<file path="config.mk">
export PLATFORM = sky130hd
export DESIGN_NAME = sha1_message_digest_flat
export DESIGN_NICKNAME = d
export VERILOG_FILES = /design/src/sv/sha1_pkg.sv /design/src/sv/sha1_if.sv /design/src/sv/sha1_datapath.sv /design/src/sv/sha1_ctrl.sv /design/src/sv/sha1_message_digest.sv /design/src/flat_wrapper.sv
export SDC_FILE = /design/constraint.sdc
export NUM_CORES = 2
export LEC_CHECK = 0
export BUFFER_PORTS_ARGS = -buffer_cell sky130_fd_sc_hd__buf_2
export CORE_UTILIZATION = 55
export CTS_BUF_LIST = sky130_fd_sc_hd__clkbuf_4 sky130_fd_sc_hd__clkbuf_8
export CTS_CLUSTER_SIZE = 24
export DETAILED_ROUTE_END_ITERATION = 16
export GPL_TIMING_DRIVEN = 1
export PLACE_DENSITY = 0.82
export SLEW_MARGIN = 5
export SYNTH_ARGS = -nofsm -noshare
export SYNTH_HDL_FRONTEND = slang
export SYNTH_SLANG_ARGS = --single-unit
</file>
<file path="constraint.sdc">
create_clock -name clk -period 7.56 [get_ports clk]
set_input_delay 0.378 -clock clk [delete_from_list [all_inputs] [get_ports clk]]
set_output_delay 0.378 -clock clk [all_outputs]
set_load 0.01 [all_outputs]
</file>
<file path="src/sv/sha1_pkg.sv">
package sha1_pkg;

  localparam int unsigned WordW   = 32;
  localparam int unsigned CountW  = 61;
  localparam int unsigned Rounds  = 80;
  localparam int unsigned DigestN = 5;

  localparam logic OP_DATA = 1'b0;
  localparam logic OP_END  = 1'b1;

  localparam logic [31:0] H0 = 32'h67452301;
  localparam logic [31:0] H1 = 32'hEFCDAB89;
  localparam logic [31:0] H2 = 32'h98BADCFE;
  localparam logic [31:0] H3 = 32'h10325476;
  localparam logic [31:0] H4 = 32'hC3D2E1F0;
  localparam logic [31:0] K0 = 32'h5A827999;
  localparam logic [31:0] K1 = 32'h6ED9EBA1;
  localparam logic [31:0] K2 = 32'h8F1BBCDC;
  localparam logic [31:0] K3 = 32'hCA62C1D6;
  localparam logic [7:0]  PadByte = 8'h80;

  typedef enum logic [2:0] {
    ST_IDLE, ST_PAD, ST_ROUND, ST_FOLD, ST_EMIT
  } state_t;

  // byte sources for a buffer write
  typedef enum logic [1:0] {
    SRC_DATA, SRC_PAD, SRC_ZERO, SRC_LEN
  } bsrc_t;

  // controller to datapath
  typedef struct packed {
    logic       wr_byte;    // write one byte at the current position
    bsrc_t      src;
    logic       cnt_inc;    // count a message byte
    logic       round_init; // load working vars from chain
    logic       round_step; // one compression round
    logic       fold;       // add working vars into chain
    logic       restart;    // chain and count back to reset
  } sha1_cmd_t;

  // datapath to controller
  typedef struct packed {
    logic [5:0] pos;        // block position of next byte
    logic [6:0] round;      // round counter
  } sha1_sts_t;

endpackage

</file>
<file path="src/sv/sha1_if.sv">
interface sha1_in_if;
  logic       valid;
  logic       ready;
  logic       opcode;
  logic [7:0] data_byte;
  modport source (output valid, opcode, data_byte, input ready);
  modport sink   (input valid, opcode, data_byte, output ready);
endinterface

interface sha1_out_if;
  logic        valid;
  logic        ready;
  logic [31:0] digest_word;
  logic [2:0]  word_index;
  logic        last_word;
  modport source (output valid, digest_word, word_index, last_word, input ready);
  modport sink   (input valid, digest_word, word_index, last_word, output ready);
endinterface

</file>
<file path="src/sv/sha1_datapath.sv">
module sha1_datapath (
  input  logic                  clk,
  input  logic                  rst_n,
  input  sha1_pkg::sha1_cmd_t   cmd,
  input  logic [7:0]            data_byte,
  input  logic [2:0]            rd_idx,
  output sha1_pkg::sha1_sts_t   sts,
  output logic [31:0]           chain_word
);

  logic [31:0] chain_r [5];
  logic [31:0] buf_r [16];
  logic [31:0] a_r, b_r, c_r, d_r, e_r;
  logic [60:0] cnt_r;
  logic [5:0]  pos_r;
  logic [6:0]  round_r;
  logic [2:0]  len_r;   // which length byte is next

  logic [7:0]  wbyte;
  logic [63:0] bits;
  logic [31:0] f, k, t, w_new, w_cur;
  logic [1:0]  grp;

  assign bits = {cnt_r, 3'b000};

  // byte to write
  always_comb begin
    case (cmd.src)
      sha1_pkg::SRC_DATA: wbyte = data_byte;
      sha1_pkg::SRC_PAD:  wbyte = sha1_pkg::PadByte;
      sha1_pkg::SRC_LEN:  wbyte = bits[8'(7 - len_r) * 8 +: 8];
      default:            wbyte = 8'h00;
    endcase
  end

  // round function; schedule lives in buf_r as a 16-word window
  always_comb begin
    grp = 2'd3;
    if (round_r < 7'd20)      grp = 2'd0;
    else if (round_r < 7'd40) grp = 2'd1;
    else if (round_r < 7'd60) grp = 2'd2;
    case (grp)
      2'd0: begin f = (b_r & c_r) | (~b_r & d_r); k = sha1_pkg::K0; end
      2'd1: begin f = b_r ^ c_r ^ d_r;            k = sha1_pkg::K1; end
      2'd2: begin f = (b_r & c_r) | (b_r & d_r) | (c_r & d_r); k = sha1_pkg::K2; end
      default: begin f = b_r ^ c_r ^ d_r;         k = sha1_pkg::K3; end
    endcase
    w_new = buf_r[13] ^ buf_r[8] ^ buf_r[2] ^ buf_r[0];
    w_new = {w_new[30:0], w_new[31]};
    w_cur = buf_r[0];
    t = {a_r[26:0], a_r[31:27]} + f + e_r + k + w_cur;
  end

  always_ff @(posedge clk) begin
    if (!rst_n) begin
      cnt_r   <= '0;
      pos_r   <= '0;
      len_r   <= '0;
      round_r <= '0;
      chain_r <= '{sha1_pkg::H0, sha1_pkg::H1, sha1_pkg::H2, sha1_pkg::H3, sha1_pkg::H4};
    end else begin
      if (cmd.wr_byte) begin
        pos_r <= pos_r + 6'd1;
        if (cmd.src == sha1_pkg::SRC_LEN) len_r <= len_r + 3'd1;
      end
      if (cmd.cnt_inc) cnt_r <= cnt_r + 61'd1;
      if (cmd.round_init) round_r <= '0;
      if (cmd.round_step) round_r <= round_r + 7'd1;
      if (cmd.fold) begin
        chain_r[0] <= chain_r[0] + a_r;
        chain_r[1] <= chain_r[1] + b_r;
        chain_r[2] <= chain_r[2] + c_r;
        chain_r[3] <= chain_r[3] + d_r;
        chain_r[4] <= chain_r[4] + e_r;
      end
      if (cmd.restart) begin
        cnt_r   <= '0;
        pos_r   <= '0;
        len_r   <= '0;
        chain_r <= '{sha1_pkg::H0, sha1_pkg::H1, sha1_pkg::H2, sha1_pkg::H3,
                     sha1_pkg::H4};
      end
    end
  end

  // block buffer and working variables
  always_ff @(posedge clk) begin
    if (cmd.wr_byte) begin
      if (pos_r[1:0] == 2'd0)
        buf_r[pos_r[5:2]] <= {wbyte, 24'h0};
      else
        buf_r[pos_r[5:2]][5'(3 - pos_r[1:0]) * 8 +: 8] <= wbyte;
    end
    if (cmd.round_init) begin
      a_r <= chain_r[0]; b_r <= chain_r[1]; c_r <= chain_r[2];
      d_r <= chain_r[3]; e_r <= chain_r[4];
    end
    if (cmd.round_step) begin
      a_r <= t;
      b_r <= a_r;
      c_r <= {b_r[1:0], b_r[31:2]};
      d_r <= c_r;
      e_r <= d_r;
      for (int i = 0; i < 15; i++) buf_r[i] <= buf_r[i + 1];
      buf_r[15] <= w_new;
    end
  end

  assign sts.pos   = pos_r;
  assign sts.round = round_r;
  assign chain_word = chain_r[rd_idx];

endmodule

</file>
<file path="src/sv/sha1_ctrl.sv">
module sha1_ctrl (
  input  logic                 clk,
  input  logic                 rst_n,
  input  logic                 in_valid,
  input  logic                 in_opcode,
  output logic                 in_ready,
  output logic                 out_valid,
  input  logic                 out_ready,
  output logic [2:0]           word_index,
  output logic                 last_word,
  output sha1_pkg::sha1_cmd_t  cmd,
  input  sha1_pkg::sha1_sts_t  sts
);

  sha1_pkg::state_t state_r, state_nxt;
  logic       finishing_r, finishing_nxt; // end item in progress
  logic       padded_r, padded_nxt;       // 0x80 already written
  logic       len_ok_r, len_ok_nxt;       // length goes into this block
  logic [2:0] idx_r, idx_nxt;
  logic       len_done_r;                 // length written marks the final block
  logic       take;

  assign take = in_valid && in_ready;

  // next state
  always_comb begin
    state_nxt     = state_r;
    finishing_nxt = finishing_r;
    padded_nxt    = padded_r;
    len_ok_nxt    = len_ok_r;
    idx_nxt       = idx_r;
    case (state_r)
      sha1_pkg::ST_IDLE: begin
        if (take) begin
          if (in_opcode == sha1_pkg::OP_END) begin
            // 0x80 goes in on the accept cycle; a full block compresses first
            state_nxt = (sts.pos == 6'd63) ? sha1_pkg::ST_ROUND : sha1_pkg::ST_PAD;
            finishing_nxt = 1'b1;
            padded_nxt = 1'b1;
            len_ok_nxt = (sts.pos < 6'd56);
          end else if (sts.pos == 6'd63) begin
            state_nxt = sha1_pkg::ST_ROUND;
          end
        end
      end
      sha1_pkg::ST_PAD: begin
        padded_nxt = 1'b1;
        if (sts.pos == 6'd63) state_nxt = sha1_pkg::ST_ROUND;
      end
      sha1_pkg::ST_ROUND: begin
        if (sts.round == 7'(sha1_pkg::Rounds - 1)) state_nxt = sha1_pkg::ST_FOLD;
      end
      sha1_pkg::ST_FOLD: begin
        if (!finishing_r) state_nxt = sha1_pkg::ST_IDLE;
        else if (padded_r && sts.pos == 6'd0 && len_done_r) begin
          state_nxt = sha1_pkg::ST_EMIT;
          idx_nxt = '0;
        end else begin
          state_nxt = sha1_pkg::ST_PAD;
          len_ok_nxt = 1'b1;
        end
      end
      sha1_pkg::ST_EMIT: begin
        if (out_ready) begin
          idx_nxt = idx_r + 3'd1;
          if (idx_r == 3'(sha1_pkg::DigestN - 1)) begin
            state_nxt = sha1_pkg::ST_IDLE;
            finishing_nxt = 1'b0;
          end
        end
      end
      default: state_nxt = sha1_pkg::ST_IDLE;
    endcase
  end

  always_ff @(posedge clk) begin
    if (!rst_n) begin
      state_r     <= sha1_pkg::ST_IDLE;
      finishing_r <= 1'b0;
      padded_r    <= 1'b0;
      len_ok_r    <= 1'b0;
      idx_r       <= '0;
      len_done_r  <= 1'b0;
    end else begin
      state_r     <= state_nxt;
      finishing_r <= finishing_nxt;
      padded_r    <= padded_nxt;
      len_ok_r    <= len_ok_nxt;
      idx_r       <= idx_nxt;
      if (state_r == sha1_pkg::ST_IDLE) len_done_r <= 1'b0;
      else if (state_r == sha1_pkg::ST_PAD && len_ok_r && sts.pos == 6'd63)
        len_done_r <= 1'b1;
    end
  end

  // outputs
  always_comb begin
    cmd = '0;
    in_ready = 1'b0;
    out_valid = 1'b0;
    cmd.src = sha1_pkg::SRC_DATA;
    case (state_r)
      sha1_pkg::ST_IDLE: begin
        in_ready = 1'b1;
        if (take) begin
          cmd.wr_byte = 1'b1;
          if (in_opcode == sha1_pkg::OP_END) cmd.src = sha1_pkg::SRC_PAD;
          else cmd.cnt_inc = 1'b1;
        end
        cmd.round_init = 1'b1;
      end
      sha1_pkg::ST_PAD: begin
        cmd.wr_byte = 1'b1;
        if (!padded_r) cmd.src = sha1_pkg::SRC_PAD;
        else if (len_ok_r && sts.pos >= 6'd56) cmd.src = sha1_pkg::SRC_LEN;
        else cmd.src = sha1_pkg::SRC_ZERO;
        cmd.round_init = 1'b1;
      end
      sha1_pkg::ST_ROUND: cmd.round_step = 1'b1;
      sha1_pkg::ST_FOLD:  cmd.fold = 1'b1;
      sha1_pkg::ST_EMIT: begin
        out_valid = 1'b1;
        if (out_ready && idx_r == 3'(sha1_pkg::DigestN - 1)) cmd.restart = 1'b1;
      end
      default: ;
    endcase
  end

  assign word_index = idx_r;
  assign last_word  = (idx_r == 3'(sha1_pkg::DigestN - 1));

endmodule

</file>
<file path="src/sv/sha1_message_digest.sv">
// SHA-1 digest engine. A data transaction adds one message byte; the 64th
// byte of a block also starts the 80 rounds (one per cycle in the shared
// round unit) and the chain fold, and no input is taken until they are done.
// An end transaction pads the message one byte per cycle, pausing to
// compress each full block, compresses the last one or two blocks, then
// offers the five digest words h0..h4 in order, last_word on the fifth; chain
// and byte count then return to their reset values for the next message. No clearing pass.
module sha1_message_digest (
  input logic clk,
  input logic rst_n,
  sha1_in_if.sink    in_ch,
  sha1_out_if.source out_ch
);

  sha1_pkg::sha1_cmd_t cmd;
  sha1_pkg::sha1_sts_t sts;
  logic [2:0] idx;

  sha1_ctrl u_ctrl (
    .clk, .rst_n,
    .in_valid(in_ch.valid), .in_opcode(in_ch.opcode), .in_ready(in_ch.ready),
    .out_valid(out_ch.valid), .out_ready(out_ch.ready),
    .word_index(idx), .last_word(out_ch.last_word),
    .cmd, .sts
  );

  sha1_datapath u_dp (
    .clk, .rst_n, .cmd, .data_byte(in_ch.data_byte),
    .rd_idx(idx), .sts, .chain_word(out_ch.digest_word)
  );

  assign out_ch.word_index = idx;

  // no input taken while a digest is offered
  a_no_overlap: assert property (@(posedge clk) disable iff (!rst_n)
    !(in_ch.ready && out_ch.valid)) else $error("input and output overlap");
  // last word only on index four
  a_last: assert property (@(posedge clk) disable iff (!rst_n)
    out_ch.valid |-> (out_ch.last_word == (idx == 3'd4))) else $error("last_word");
  // index stays in range
  a_idx: assert property (@(posedge clk) disable iff (!rst_n)
    out_ch.valid |-> idx <= 3'd4) else $error("word index");

endmodule

</file>
<file path="src/flat_wrapper.sv">
// flat-port wrapper written by rule: the top's interface ports become plain ports
module sha1_message_digest_flat 
  (clk, rst_n, in_ch_valid, in_ch_opcode, in_ch_data_byte, in_ch_ready, out_ch_valid, out_ch_digest_word, out_ch_word_index, out_ch_last_word, out_ch_ready);
  sha1_in_if in_ch_i ();
  sha1_out_if out_ch_i ();
  input logic clk;
  input logic rst_n;
  input wire logic [$bits(in_ch_i.valid)-1:0] in_ch_valid;
  input wire logic [$bits(in_ch_i.opcode)-1:0] in_ch_opcode;
  input wire logic [$bits(in_ch_i.data_byte)-1:0] in_ch_data_byte;
  output wire logic [$bits(in_ch_i.ready)-1:0] in_ch_ready;
  output wire logic [$bits(out_ch_i.valid)-1:0] out_ch_valid;
  output wire logic [$bits(out_ch_i.digest_word)-1:0] out_ch_digest_word;
  output wire logic [$bits(out_ch_i.word_index)-1:0] out_ch_word_index;
  output wire logic [$bits(out_ch_i.last_word)-1:0] out_ch_last_word;
  input wire logic [$bits(out_ch_i.ready)-1:0] out_ch_ready;
  assign in_ch_i.valid = in_ch_valid;
  assign in_ch_i.opcode = in_ch_opcode;
  assign in_ch_i.data_byte = in_ch_data_byte;
  assign in_ch_ready = in_ch_i.ready;
  assign out_ch_valid = out_ch_i.valid;
  assign out_ch_digest_word = out_ch_i.digest_word;
  assign out_ch_word_index = out_ch_i.word_index;
  assign out_ch_last_word = out_ch_i.last_word;
  assign out_ch_i.ready = out_ch_ready;
  sha1_message_digest u_core (.clk(clk), .rst_n(rst_n), .in_ch(in_ch_i), .out_ch(out_ch_i));
endmodule
</file>
After elaboration in Yosys (flattened, before gate mapping)
Memory sizes are Yosys's and may differ from the RTL's. Cells that the tools add are included.

Output and inout bits: 38. Memories kept: 1. Latch bits: 0. Word-level logic and storage cells: 243. Flip-flop bits (word level): 407. Memory bits (writable): 512. ROM bits: 0.

Memory list: u_core.u_dp.buf_r (depth 16, bits a word 32, rd ports 16, clocked after Yosys merged registers in 0, write ports 16, line sha1_datapath.sv:12) `logic [31:0] buf_r [16];`.

Add/sub/neg operators: 17. Mux-type cells: 103. Multiply operators: 0. Magnitude comparators: 6. Bitwise gates (word level): 47. Div/mod/pow operators: 0. Shift-type cells: 3. Reduce and logical (&&, ||, !) cells: 27. Eq/ne operators: 19.

Operators by type and width (count): $mux 32 (15); $add 32x32->32 (9); $xor 32x32->32 (5); $and 32x32->32 (4); $bmux 32 s3 (1); $or 32x32->32 (3); $pmux 32 s3 (1); $pmux 32 s2 (1); $shiftx 64x12->8 (1); $add 61x1->61 const B (1); $mux 1 (59); $neg 8->34 (1); $shift 8x34->32 const A (1); $shiftx 8x34->32 (1); $mux 3 (11); $not 32->32 (1); $or 1x1->1 (32); $reduce_or 32->1 (1); $pmux 8 s3 (1); $ne 2x2->1 const B (8); $pmux 3 s5 (1); $lt 7x6->1 const B (2); $mux 7 (2); $pmux 3 s2 (2); other kinds (31) (58).

Depth between registers and ports, before layout
Depth in word-level cells: 11. Mapped depth: 30.

Cells and area by module
From an unflattened synthesis, not the netlist that was laid out.

Cell total of the unflattened synthesis: 5233. Area total of the unflattened synthesis: 52255.1 µm².

By module, submodules not included: sha1_datapath (seq. area each 24923.9 µm², times used 1, cells an instance 5152, area each 51630.8 µm²); sha1_ctrl (seq. area each 200.2 µm², times used 1, cells an instance 81, area each 624.3 µm²).

Worst setup path after synthesis
No wires, ideal clock.

Path type: register to register. Start: register u_core.u_dp.round_r[3]. End: register u_core.u_dp.a_r[30], data pin. Data arrival time: 5917 ps. Cell stages (with the launch flop): 27. Required time: 7292 ps. Period minus slack after synthesis: 6184 ps. Setup slack: 1376 ps. Buffers on the path: 3. Cell sequence: dfxtp_1 > nor2_1 > o21ai_0 > a221o_1 > clkbuf_1 > buf_1 > inv_1 > ha_1 > inv_1 > clkbuf_1 > o22ai_1 > o21ai_0 > fa_1 > fa_1 > fa_1 > inv_1 > ha_1 > and3_1 > nand3_1 > o22ai_1 > nor4_1 > o31ai_1 > a211oi_1 > nor3_1 > a211oi_1 > xor2_1 > o21ai_0.

Longest elaborated chain between the ends: 11. Elaborated cells between the ends (all ways): 16.

RTL lines: start, declared (line sha1_datapath.sv:16) `logic [6:0] round_r;`; start signal, assigned (line sha1_datapath.sv:68) `if (cmd.round_step) round_r <= round_r + 7'd1;`; $lt 7x6->1 (line sha1_datapath.sv:41) `else if (round_r < 7'd60) grp = 2'd2;`; $mux 1 (line sha1_datapath.sv:41); $mux 2 (line sha1_datapath.sv:40) `else if (round_r < 7'd40) grp = 2'd1;`; $mux 2 (*) (line sha1_datapath.sv:39) `if (round_r < 7'd20) grp = 2'd0;`; $eq 2x2->1 / $logic_not 2->1 (equally long branches) (line sha1_datapath.sv:42) `case (grp)`; $pmux 32 s2 (line sha1_datapath.sv:42); $add 32x32->32 (2 in a row) (line sha1_datapath.sv:51) `t = {a_r[26:0], a_r[31:27]} + f + e_r + k + w_cur;`; $add 32x32->32 (*) (2 in a row) (line sha1_datapath.sv:51); $mux 32 (*) (line sha1_datapath.sv:98) `if (cmd.round_step) begin`; end signal, assigned (line sha1_datapath.sv:95) `a_r <= chain_r[0]; b_r <= chain_r[1]; c_r <= chain_r[2];`; end signal, assigned (line sha1_datapath.sv:99) `a_r <= t;`; end, declared (line sha1_datapath.sv:13) `logic [31:0] a_r, b_r, c_r, d_r, e_r;`.

Mark *: on every way between the ends. The rest lies on a longest branch, timed or not. A chain may end at the register's enable or synchronous reset.

Worst setup path in the final report
Start: register u_core.u_dp.round_r[2]. End: register u_core.u_dp.a_r[30], data pin.

The elaborated chain is that of the path after synthesis.

==> impl_metrics.py <==
metrics = {
    "layout": {
        "finalNetCount": 5350,
        "syn_to_final_growth_pct": 9.389,
        "register_area_um2": 25130,
        "finalInstanceArea_um2": 56650,
        "layout-drive-gt1-share_pct": 9.647,
        "fillers": 7417,
        "multi_input_area_um2": 24240,
        "fin_util_pct": 60.70,
    },
    "floorplan": {
        "start_util_pct": 55.49,
        "die_area_um2": 95390,
        "num_rows": 112,
        "die_w_um": 308.9,
        "die_h_um": 308.9,
        "core_um2": 93330,
        "io_pins": 51,
    },
    "hold_path": {
        "hp-class": "primary input to flop",
        "hp-start": "out_ch_ready",
    },
    "clock_tree": {
        "path_clk_slew_ns": 0.07,
        "clock_latency_ns": 0.84,
        "cts_tree": "yes",
        "htreeDepth": 4,
        "cts-buffers-inserted": 153,
        "tritoncts_num_sinks": 919,
        "clk_path_buf_depth": 3,
        "postCtsSetupBuffers": 0,
        "root_buffer": "clkbuf_8",
    },
    "routing": {
        "drc_errors": 0,
        "vias": 39183,
        "wl_per_cell_um": 22.21,
        "final_antenna_net_count": 0,
        "firstDrtPassIters": 6,
        "initialDrtViolationCount": 4434,
        "routed_wl_um": 141900,
        "vias_per_cell": 6.135,
    },
    "sta": {
        "period_needed_ns": 7.109,
        "max_freq_ghz": 0.1407,
        "drv_slew": 0,
        "fin_setup_tns_ns": 0,
        "finalSetupViolations": 0,
        "fin_crit_sh_pct": 94.03,
        "hold_viol": 0,
        "rsz0062_at_grt": "false",
        "fin_worst_skew_ns": 0.04904,
        "tightest_slew_ns": 1.382,
        "maxSlewHeadroom_pct": 6.884,
    },
    "global_route": {
        "first_global_vias": 38041,
        "grt_pass1_wl_um": 218100,
        "antenna_found_initial": 2,
        "grt_max_degree": 236,
        "track_usage_pct": 29.79,
        "grt_overflow_total": 0,
    },
    "power_and_ir_drop": {
        "p_per_area_nw_per_um2": 204.6,
        "netSwitchingFraction_pct": 27.14,
        "pwr-share-clk_pct": 38.9,
        "ir_drop_v": 0.0001585,
        "p_leak_nw": 25.79,
        "p_total_w": 0.01159,
        "power_frac_seq_pct": 47.7,
        "p_switching_w": 0.003146,
        "intPower_w": 0.008446,
        "p_comb_share_pct": 13.4,
    },
    "critical_path": {
        "crit_start": "u_core.u_dp.round_r[2]",
        "crit_path_end_kind": "flop",
        "cp_max_fo": 15,
        "critPathKind": "flop to flop",
        "r2r-start": "u_core.u_dp.round_r[2]",
        "required_ns": 8.11,
        "crit_path_start_kind": "flop",
        "critPathArrivalTime_ns": 7.66,
    },
    "place": {
        "portBuffers": 50,
        "place_hpwl_um": 98760,
        "dpl-instance-area_um2": 53490,
        "place_congestion": 0.9870,
    },
    "yosys": {
        "synthFlopType": "edfxtp_1",
        "yosysSeqAreaShare_pct": 48.51,
        "synth_edf_count": 672,
        "syn_inst": 4951,
        "ys_async_sr_fraction_pct": 0,
        "ys_ff_latch": 919,
        "synth_area_um2": 51790,
        "syn_nets": 5297,
        "yosys.cell_types.count": 80,
        "ys_warn_count": 0,
        "syn_area_per_cell_um2": 10.46,
    },
    "run": {
        "maxCapViolCount": 0,
    },
    "run_status": {
        "status": "completed",
    },
}
[layer usage]
layer	vias to the layer above	routed length, µm	GRT usage (%)
met1	19002	55130	38.62
met3	397	13550	6.248
li1	17810	-	-
met4	0	7852	17.03
met5	-	0	0
met2	1974	65360	46.52
[synth_stat cells (50+ instances only)]
cell	number	area share [%]
edfxtp_1	672	39
nand2_1	549	4.0
a21o_1	451	6.5
o21ai_0	420	4.1
inv_1	391	2.8
a21oi_1	249	2.4
dfxtp_1	247	9.5
clkbuf_1	244	1.8
ha_1	208	5.0
nor2_1	207	1.5
xnor2_1	173	2.9
o21a_1	146	2.1
fa_1	125	4.8
xor2_1	124	2.1
nand3_1	85	0.82
o211ai_1	62	0.90
mux2i_1	50	0.97
[state kept, by name, indices dropped and copies added (netlist names)]
register,count
u_core.u_ctrl.padded_r,1
u_core.u_dp.e_r,32
u_core.u_dp.a_r,32
u_core.u_dp.cnt_r,61
u_core.u_dp.pos_r,6
u_core.u_ctrl.finishing_r,1
u_core.u_dp.buf_r,512
u_core.u_ctrl.state_r,3
u_core.u_dp.c_r,32
u_core.u_dp.d_r,32
u_core.u_ctrl.len_ok_r,1
u_core.u_dp.chain_r,160
u_core.u_dp.b_r,32
u_core.u_dp.len_r,3
u_core.u_ctrl.word_index,3
u_core.u_dp.round_r,7
u_core.u_ctrl.len_done_r,1
[through the flow]
stage               cells  hold WS, ns  worst slack (ns)
CTS                  6384      0.02600            0.3747
global placement     6098       0.4681            0.5285
floorplan            4951       0.4552             1.376
global route         6387      0.09975          0.008209
detailed placement   6098       0.4845            0.3618
finish               6387      0.09713            0.4510
[power by group through the flow]
| stage | sequential [W] | combinational [W] | clock (W) |
|---|---|---|---|
| 2_1_floorplan | 0.00561 | 0.00111 | 0 |
| 3_3_place_gp | 0.00563 | 0.00149 | 0 |
| 3_5_place_dp | 0.00564 | 0.00152 | 0 |
| 4_1_cts | 0.00553 | 0.00153 | 0.00456 |
| 5_1_grt | 0.00554 | 0.00170 | 0.00476 |
| 6_report | 0.00553 | 0.00155 | 0.00451 |
[worst paths after layout]
kind	endpoint	slack, ns	cells past startpoint
worst max-delay path	u_core.u_dp.a_r[30]	0.45	23
worst min-delay path	u_core.u_ctrl.state_r[2]	0.1	4
worst max register to register	u_core.u_dp.a_r[30]	0.45	23
worst min register to register	u_core.u_dp.chain_r[29]	0.49	2
[cell usage in the layout, fill, tap and decap left out, drive strengths merged, types with 50 or more instances in the layout]
master,n
edfxtp,672
nand2,549
a21o,451
o21ai,422
inv,397
a21oi,250
dfxtp,247
clkbuf,224
ha,208
nor2,207
xnor2,173
buf,154
o21a,146
fa,125
xor2,124
nand3,87
o211ai,62
mux2i,50
[critical path, stage by stage, from the launching register on]
cell and delay [ns]:
dfxtp_1 0.36, nor2_1 0.12, o21ai_0 0.08, a221o_2 0.40, inv_1 0.13, ha_1 0.39
clkinvlp_2 0.86, o22ai_1 0.44, o21ai_0 0.15, fa_1 0.52, inv_1 0.05, fa_1 0.53
fa_1 0.43, ha_1 0.38, a21o_1 0.18, a21oi_1 0.20, nand2_1 0.07, nor4_1 0.30
o31ai_1 0.22, a211oi_1 0.37, nor3_1 0.10, a211oi_1 0.28, xor2_1 0.17, o21ai_0 0.10
[area by class of cell]
type,instances,share of cell area (%)
clock inverters,58,0.6692
multi-input cells,3379,42.78
repair inverters,1,0.008835
flip-flops and latches,919,44.35
well taps,1254,2.770
inverters,392,2.613
diodes,2,0.008835
clock buffers,224,4.813
repair buffers,158,1.979
[what timing repair did]
| action | CTS | global route |
|---|---|---|
| endpoints found under the setup margin | 0 | 3 |
| hold endpoints to repair | 10 | 0 |
| hold buffers | 4 | 0 |
| gates resized for setup | 0 | 1 |
[logic make-up after synthesis]
family          count (synthesis)  synth area share, %
flops                         919                48.51
xor+xnor                      297                5.023
buf+inv                       653                4.764
fa+ha+maj                     333                9.857
simple gates                 1113                9.795
compound gates               1539                19.08
mux                            97                2.967
No activity file was read; power rests on OpenSTA's default activity.
